<file path="src/design/nearest_palette_pen_selector_unit_assert.svh">
// Assertion macros for the nearest palette pen selector.
// Included by the top level; depends on nothing else.
`ifndef NEAREST_PALETTE_PEN_SELECTOR_UNIT_ASSERT_SVH
`define NEAREST_PALETTE_PEN_SELECTOR_UNIT_ASSERT_SVH

// The consequent must hold in the same cycle as the antecedent.
`define NPPS_ASSERT_NOW(lbl, clk, rst_n, ante, cons) \
	lbl: assert property (@(posedge clk) disable iff (!rst_n) (ante) |-> (cons)) \
		else $error("npps check failed");

// The consequent must hold in the cycle after the antecedent.
`define NPPS_ASSERT_NEXT(lbl, clk, rst_n, ante, cons) \
	lbl: assert property (@(posedge clk) disable iff (!rst_n) (ante) |=> (cons)) \
		else $error("npps check failed");

`endif

</file>
<file path="src/design/npps_pkg.sv">
// Shared types, constants and helper functions of the nearest palette pen selector.
// Depends on nothing; the cell and the top level import it, the interfaces use its widths.
package npps_pkg;

	localparam int RgbW   = 24;
	localparam int DistW  = 18;
	localparam int CountW = 9;
	localparam int IdxW   = 8;
	localparam int SlotW  = 3;
	localparam int SeqW   = 3;

	localparam logic [1:0] REQ_LOAD   = 2'd0;
	localparam logic [1:0] REQ_QUERY  = 2'd1;
	localparam logic [1:0] REQ_PENSET = 2'd2;

	localparam logic [CountW-1:0] PairColours = 9'd2;
	localparam logic [DistW-1:0]  DarkLimit   = 18'd12288;
	localparam logic [DistW-1:0]  BrightLimit = 18'd110592;
	localparam logic [DistW-1:0]  DistOnes    = '1;

	localparam logic [RgbW-1:0] RgbWhite = 24'hFFFFFF;
	localparam logic [RgbW-1:0] RgbBlack = 24'h000000;
	localparam logic [RgbW-1:0] RgbGrey  = 24'h808080;
	localparam logic [RgbW-1:0] RgbDim   = 24'h444444;
	localparam logic [RgbW-1:0] RgbLight = 24'hC0C0C0;
	localparam logic [RgbW-1:0] RgbFill  = 24'h6688BB;

	localparam logic [SlotW-1:0] SlotTerm = 3'd7;

	typedef enum logic [1:0] {
		CLS_DARK,
		CLS_NORMAL,
		CLS_BRIGHT
	} cls_t;

	// A search request travelling down the row of cells.
	typedef struct packed {
		logic              vld;
		logic [SeqW-1:0]   seq;
		logic [RgbW-1:0]   rgb;
		logic [CountW-1:0] limit;
		logic [DistW-1:0]  best_d;
		logic [IdxW-1:0]   idx;
		logic              found;
	} tok_t;

	function automatic logic [15:0] sq_diff(input logic [7:0] a, input logic [7:0] b);
		logic [7:0] d;
		d = (a > b) ? (a - b) : (b - a);
		return 16'(d) * 16'(d);
	endfunction

	// Target colour of one pen for a palette class.
	function automatic logic [RgbW-1:0] pen_target(input cls_t c, input logic [SlotW-1:0] step);
		logic [RgbW-1:0] t;
		t = RgbBlack;
		case (c)
			CLS_DARK: begin
				case (step)
					3'd1:    t = RgbGrey;
					3'd4:    t = RgbDim;
					3'd5:    t = RgbFill;
					default: t = RgbWhite;
				endcase
			end
			CLS_BRIGHT: begin
				case (step)
					3'd0:    t = RgbGrey;
					3'd3:    t = RgbLight;
					3'd4:    t = RgbGrey;
					3'd5:    t = RgbFill;
					default: t = RgbBlack;
				endcase
			end
			default: begin
				case (step)
					3'd0:    t = RgbGrey;
					3'd3:    t = RgbWhite;
					3'd5:    t = RgbFill;
					default: t = RgbBlack;
				endcase
			end
		endcase
		return t;
	endfunction

	// With a two-colour palette, block, text, shine and fill take the entry nearest white.
	function automatic logic use_shine(input logic [SlotW-1:0] step);
		return step inside {3'd1, 3'd2, 3'd3, 3'd5};
	endfunction

endpackage

</file>
<file path="src/design/npps_cell.sv">
// One cell of the palette row: holds one palette entry and compares it against the passing search.
// Depends on npps_pkg.
module npps_cell (
	input  logic                          clk,
	input  logic                          arst_n,
	input  logic [npps_pkg::CountW-1:0]   pos,
	input  logic                          load_en,
	input  logic [npps_pkg::RgbW-1:0]     load_rgb,
	input  npps_pkg::tok_t                tok_in,
	output npps_pkg::tok_t                tok_out,
	output logic [npps_pkg::RgbW-1:0]     entry
);
	import npps_pkg::*;

	logic [RgbW-1:0]  entry_q;
	logic             vld_q;
	tok_t             tok_q;
	tok_t             tok_nxt;
	logic [DistW-1:0] cand_d;
	logic             take;

	always_comb begin
		cand_d = DistW'(sq_diff(tok_in.rgb[23:16], entry_q[23:16]))
			+ DistW'(sq_diff(tok_in.rgb[15:8], entry_q[15:8]))
			+ DistW'(sq_diff(tok_in.rgb[7:0], entry_q[7:0]));
		// Strict less-than keeps the earlier index on a tie.
		take = tok_in.vld && (pos < tok_in.limit)
			&& (!tok_in.found || (cand_d < tok_in.best_d));
		tok_nxt = tok_in;
		if (take) begin
			tok_nxt.best_d = cand_d;
			tok_nxt.idx    = pos[IdxW-1:0];
			tok_nxt.found  = 1'b1;
		end
	end

	always_ff @(posedge clk) begin
		if (load_en) begin
			entry_q <= load_rgb;
		end
	end

	always_ff @(posedge clk or negedge arst_n) begin
		if (!arst_n) begin
			vld_q <= 1'b0;
		end else begin
			vld_q <= tok_in.vld;
		end
	end

	always_ff @(posedge clk) begin
		tok_q <= tok_nxt;
	end

	always_comb begin
		tok_out     = tok_q;
		tok_out.vld = vld_q;
	end

	assign entry = entry_q;

endmodule

</file>
<file path="config.mk">
export PLATFORM = sky130hd
export DESIGN_NAME = npps_cell
export DESIGN_NICKNAME = d
export VERILOG_FILES = /design/src/design/nearest_palette_pen_selector_unit_assert.svh /design/src/design/npps_pkg.sv /design/src/design/npps_cell.sv
export SDC_FILE = /design/constraint.sdc
export NUM_CORES = 1
export LEC_CHECK = 0
export BUFFER_PORTS_ARGS = -buffer_cell sky130_fd_sc_hd__clkbuf_2
export CAP_MARGIN = 20
export CORE_MARGIN = 1
export CORE_UTILIZATION = 30
export CTS_CLUSTER_DIAMETER = 50
export DETAILED_ROUTE_END_ITERATION = 8
export PLACE_DENSITY = 0.51
export SYNTH_ARGS = -nofsm -noshare
export SYNTH_HDL_FRONTEND = slang
export SYNTH_SLANG_ARGS = --single-unit
</file>
<file path="constraint.sdc">
create_clock -name clk -period 29.5 [get_ports clk]
set_input_delay 2.95 -clock clk [delete_from_list [all_inputs] [get_ports clk]]
set_output_delay 2.95 -clock clk [all_outputs]
set_load 0.02 [all_outputs]
</file>
==> impl_results.md <==
- Wire length after detailed routing: 23.31 mm
- Combined area of all synthesized cells: 10460 sq um
- Via-per-instance ratio: 4.403
- Post-route DRC: 0
- Clk slew on worst S/H paths: 0.07 ns
- Count of boundary I/O pins: 188
- Max Buffers Root-to-Sink: 2
- Most common cell on crit path: fa_1
- Area delta synth->final: 16.40%
- Buffers added on ports: 187
- Die Outline Area: 35630 sq um
- Worst-Margin Slew: 1.004 ns
- Core footprint: 34460 sq um
- Hold Startpoint: entry[8]$_DFFE_PP_
- End of the worst register-to-register path: tok_out[19]$_DFF_P_
- Clock tree from TritonCTS: done
- Hold-fix buffers, CTS: 0
- Maximum clock frequency: 0.07627 GHz
- Period utilisation layout: 0.4444
- Placer's final routability congestion estimate: 0.8062
- Number of diodes added for antenna fixing: 0
- Most instantiated flip-flop cell in the synthesis netlist: dfxtp_1
- Worst Setup Start Kind: input port
- Layout Cells excl Fill: 1721
- Seq/Total Area, Yosys: 0.1918
- Source-to-sink clock delay at the later pin of the worst-skew pair: 0.39 ns
- Distinct cell type count after synthesis: 60
- Outcome: finished, final reports clean
- Startpoint of the most critical register-to-register path: entry[0]$_DFFE_PP_
- Mean Syn Cell Area: 9.679 sq um
- Fin. Hold Viols: 0
- Net count reported at finish: 1649
- Crit path kind: in2reg
- Cts bufs inserted: 9
- Endpoints failing setup: 0
- Async SR Flop Fraction: 0.01136
- Violation count after the first detailed-routing iteration: 275
- Worst setup slack before clock tree synthesis: 15.88 ns
- Maximum number of pins on one net before global-route repair: 25
- Global-route wire length before repair: 38.12 mm
- Req. time, crit path: 29.76 ns
- Slew headroom: 0.3304
- Number of antenna violations at the first check in global routing: 0
- Critical path's slowest cell: xor2_1
- Max Cap Violations: 0
- Number of synthesis warnings: 0
- Maximum clock skew at final layout: 0.02418 ns
- Hold Crit Depth: 4
- Synthesis-stage register bit count: 88
- Post-CTS Resized: 0
- Number of global-route vias before repair: 7600
- Cell Area, Placed: 11850 sq um
- Sum of net half-perimeters after detailed placement: 20.23 mm
- Antenna Violating Nets Remaining: 0
- Die height: 188.8 um
- R2R cell count: 34
- Synthesized instance count: 1081
- Starting Density: 0.3036
- Data arrival time of the critical path: 13.37 ns
- Minimum period implied by the final worst setup slack: 13.11 ns
- Final non-filler cell area: 12180 sq um
- Total nets after synthesis: 1469
- Total track usage: 0.1365
- Hold Path Class: reg2reg
- TNS Setup: 0 ns
- Fin. max-slew vios: 0
- Site row count: 68
- RSZ-0062 raised after global routing: no
- Grt total ovfl: 0
- CP endpoint kind: register
- Max Fanout on Critical Path: 15
- Fin worst setup slack: 16.39 ns
- Count of flip-flops with a built-in enable after synthesis: 24
- Kind of cell adding the most delay to the critical path: adder cells
- Hold-critical path endpoint: tok_out[9]$_DFF_P_
- 1st-pass router iterations: 5
- Htree depth: 3
- Number of buffer and inverter instances along the worst setup path: 7
- Crit-path max cell delay: 0.75 ns
- Clock tree sinks: 88
- Routed via count: 7578
- Horizontal extent of the die: 188.8 um
- Total instance count after detailed placement: 1703
- Layout cells sized above 1: 0.2093
- Number of buffers added for setup after CTS: 0
- Cell at the root of the clock tree: clkbuf_16
- Wirelength per Cell: 13.55 um
- Worst reg2reg setup slack: 18.73 ns
==> worst max-delay path by stage <==
| stage | start | endpoint | slack (ns) | cells past startpoint |
|---|---|---|---|---|
| 6_report | tok_in[36] | tok_out[19]$_DFF_P_ | 16.39 | 36 |
| 5_1_grt | tok_in[36] | tok_out[11]$_DFF_P_ | 15.82 | 36 |
| 4_1_cts | tok_in[36] | tok_out[19]$_DFF_P_ | 16.28 | 36 |
| 3_5_place_dp | tok_in[36] | tok_out[19]$_DFF_P_ | 15.88 | 36 |
| 3_3_place_gp | tok_in[36] | tok_out[13]$_DFF_P_ | 15.97 | 36 |
| 2_1_floorplan | tok_in[36] | tok_out[10]$_DFF_P_ | 17.44 | 37 |
==> routing by layer <==
metal  part of all wire  global-route usage
met5                  0                   0
met4              0.014             0.04063
met3              0.031             0.02626
met2               0.53              0.2425
met1               0.42              0.1658
==> registers in the layout, summed over array words and instances, names as in the netlist <==
signal,flops
entry,24
tok_out,63
vld_q,1
==> cell families after synthesis <==
family,synth area share
muxes,0.05082
adders and majority gates,0.4442
and+or+nand+nor,0.08455
xor gates and xnor gates,0.02990
DFF,0.1918
buffers and inverters,0.1150
AOI/OAI and AO/OA,0.08371
==> worst register-to-register path, delay by kind of cell (launching register included) <==
family                     cells  cell delay [ns]
AOI/OAI and AO/OA              8             2.56
DFF                            1             0.37
adders and majority gates     11             4.75
and+or+nand+nor                6             0.92
xor gates and xnor gates       2             0.85
buffers and inverters          5             0.54
muxes                          2             0.65
==> metrics by stage <==
| step | hold slack, ns | utilization |
|---|---|---|
| floorplan | 1.331 | - |
| global placement | 1.396 | 0.3440 |
| detailed placement | 1.414 | 0.3440 |
| CTS | 1.447 | 0.3530 |
| global route | 1.510 | 0.3534 |
| finish | 1.381 | 0.3534 |
==> final cells by class <==
cell class	instances	area, sq um
Tap cell	455	569.3
Sequential cell	88	2007
Timing Repair Buffer	192	973.4
Fill cell	3575	22280
Multi-Input combinational cell	686	7252
Inverter	284	1066
Clock buffer	9	225.2
Clock inverter	7	85.08
==> placed cells by master, fill, tap and decap left out, drive strengths merged, types with 2 or more instances in the layout <==
cell type	instances
o21ai	20
o21bai	7
clkinv	2
and2	6
buf	5
nand3	8
a21o	21
nor2b	10
xnor2	19
edfxtp	24
a31oi	4
a21boi	3
and4	2
clkbuf	196
nand2	25
ha	149
nand2b	15
or2	13
a21oi	45
xor2	15
o21a	5
o31ai	4
o221ai	2
nand4	6
mux2	30
mux2i	19
nor2	77
o22ai	2
dfxtp	63
a211oi	4
nor3b	2
or3	2
a221o	3
inv	288
nor3	6
fa	139
o211ai	7
nand3b	3
and3	6
==> cells in the mapped netlist (3+ instances only) <==
cell	count	share of area
o21a_1	5	0.0036
xor2_1	14	0.012
a221o_1	3	0.0029
nand3_1	8	0.0038
nand3b_1	3	0.0022
buf_6	3	0.0032
a21o_1	19	0.014
or2_2	11	0.0066
o21bai_1	7	0.0050
dfxtp_1	63	0.12
ha_1	149	0.18
mux2i_1	19	0.018
buf_2	11	0.0053
o21ai_0	20	0.0096
nand4_1	6	0.0036
o211ai_1	6	0.0043
a21oi_1	43	0.021
inv_1	281	0.10
buf_4	4	0.0029
nand2b_1	15	0.0090
a211oi_1	4	0.0029
o31ai_1	3	0.0022
fa_1	139	0.27
nor3_1	6	0.0029
and3_1	5	0.0030
edfxtp_1	24	0.069
nand2_1	25	0.0090
a21boi_0	3	0.0022
xnor2_1	18	0.015
mux2_2	29	0.031
clkbuf_1	5	0.0018
a31oi_1	4	0.0024
inv_2	3	0.0011
and2_1	6	0.0036
nor2b_1	10	0.0060
nor2_1	77	0.028
Power is left out: the tool's default activity adds up to more than one toggle a clock period on the data nets, which glitch-free logic cannot reach.
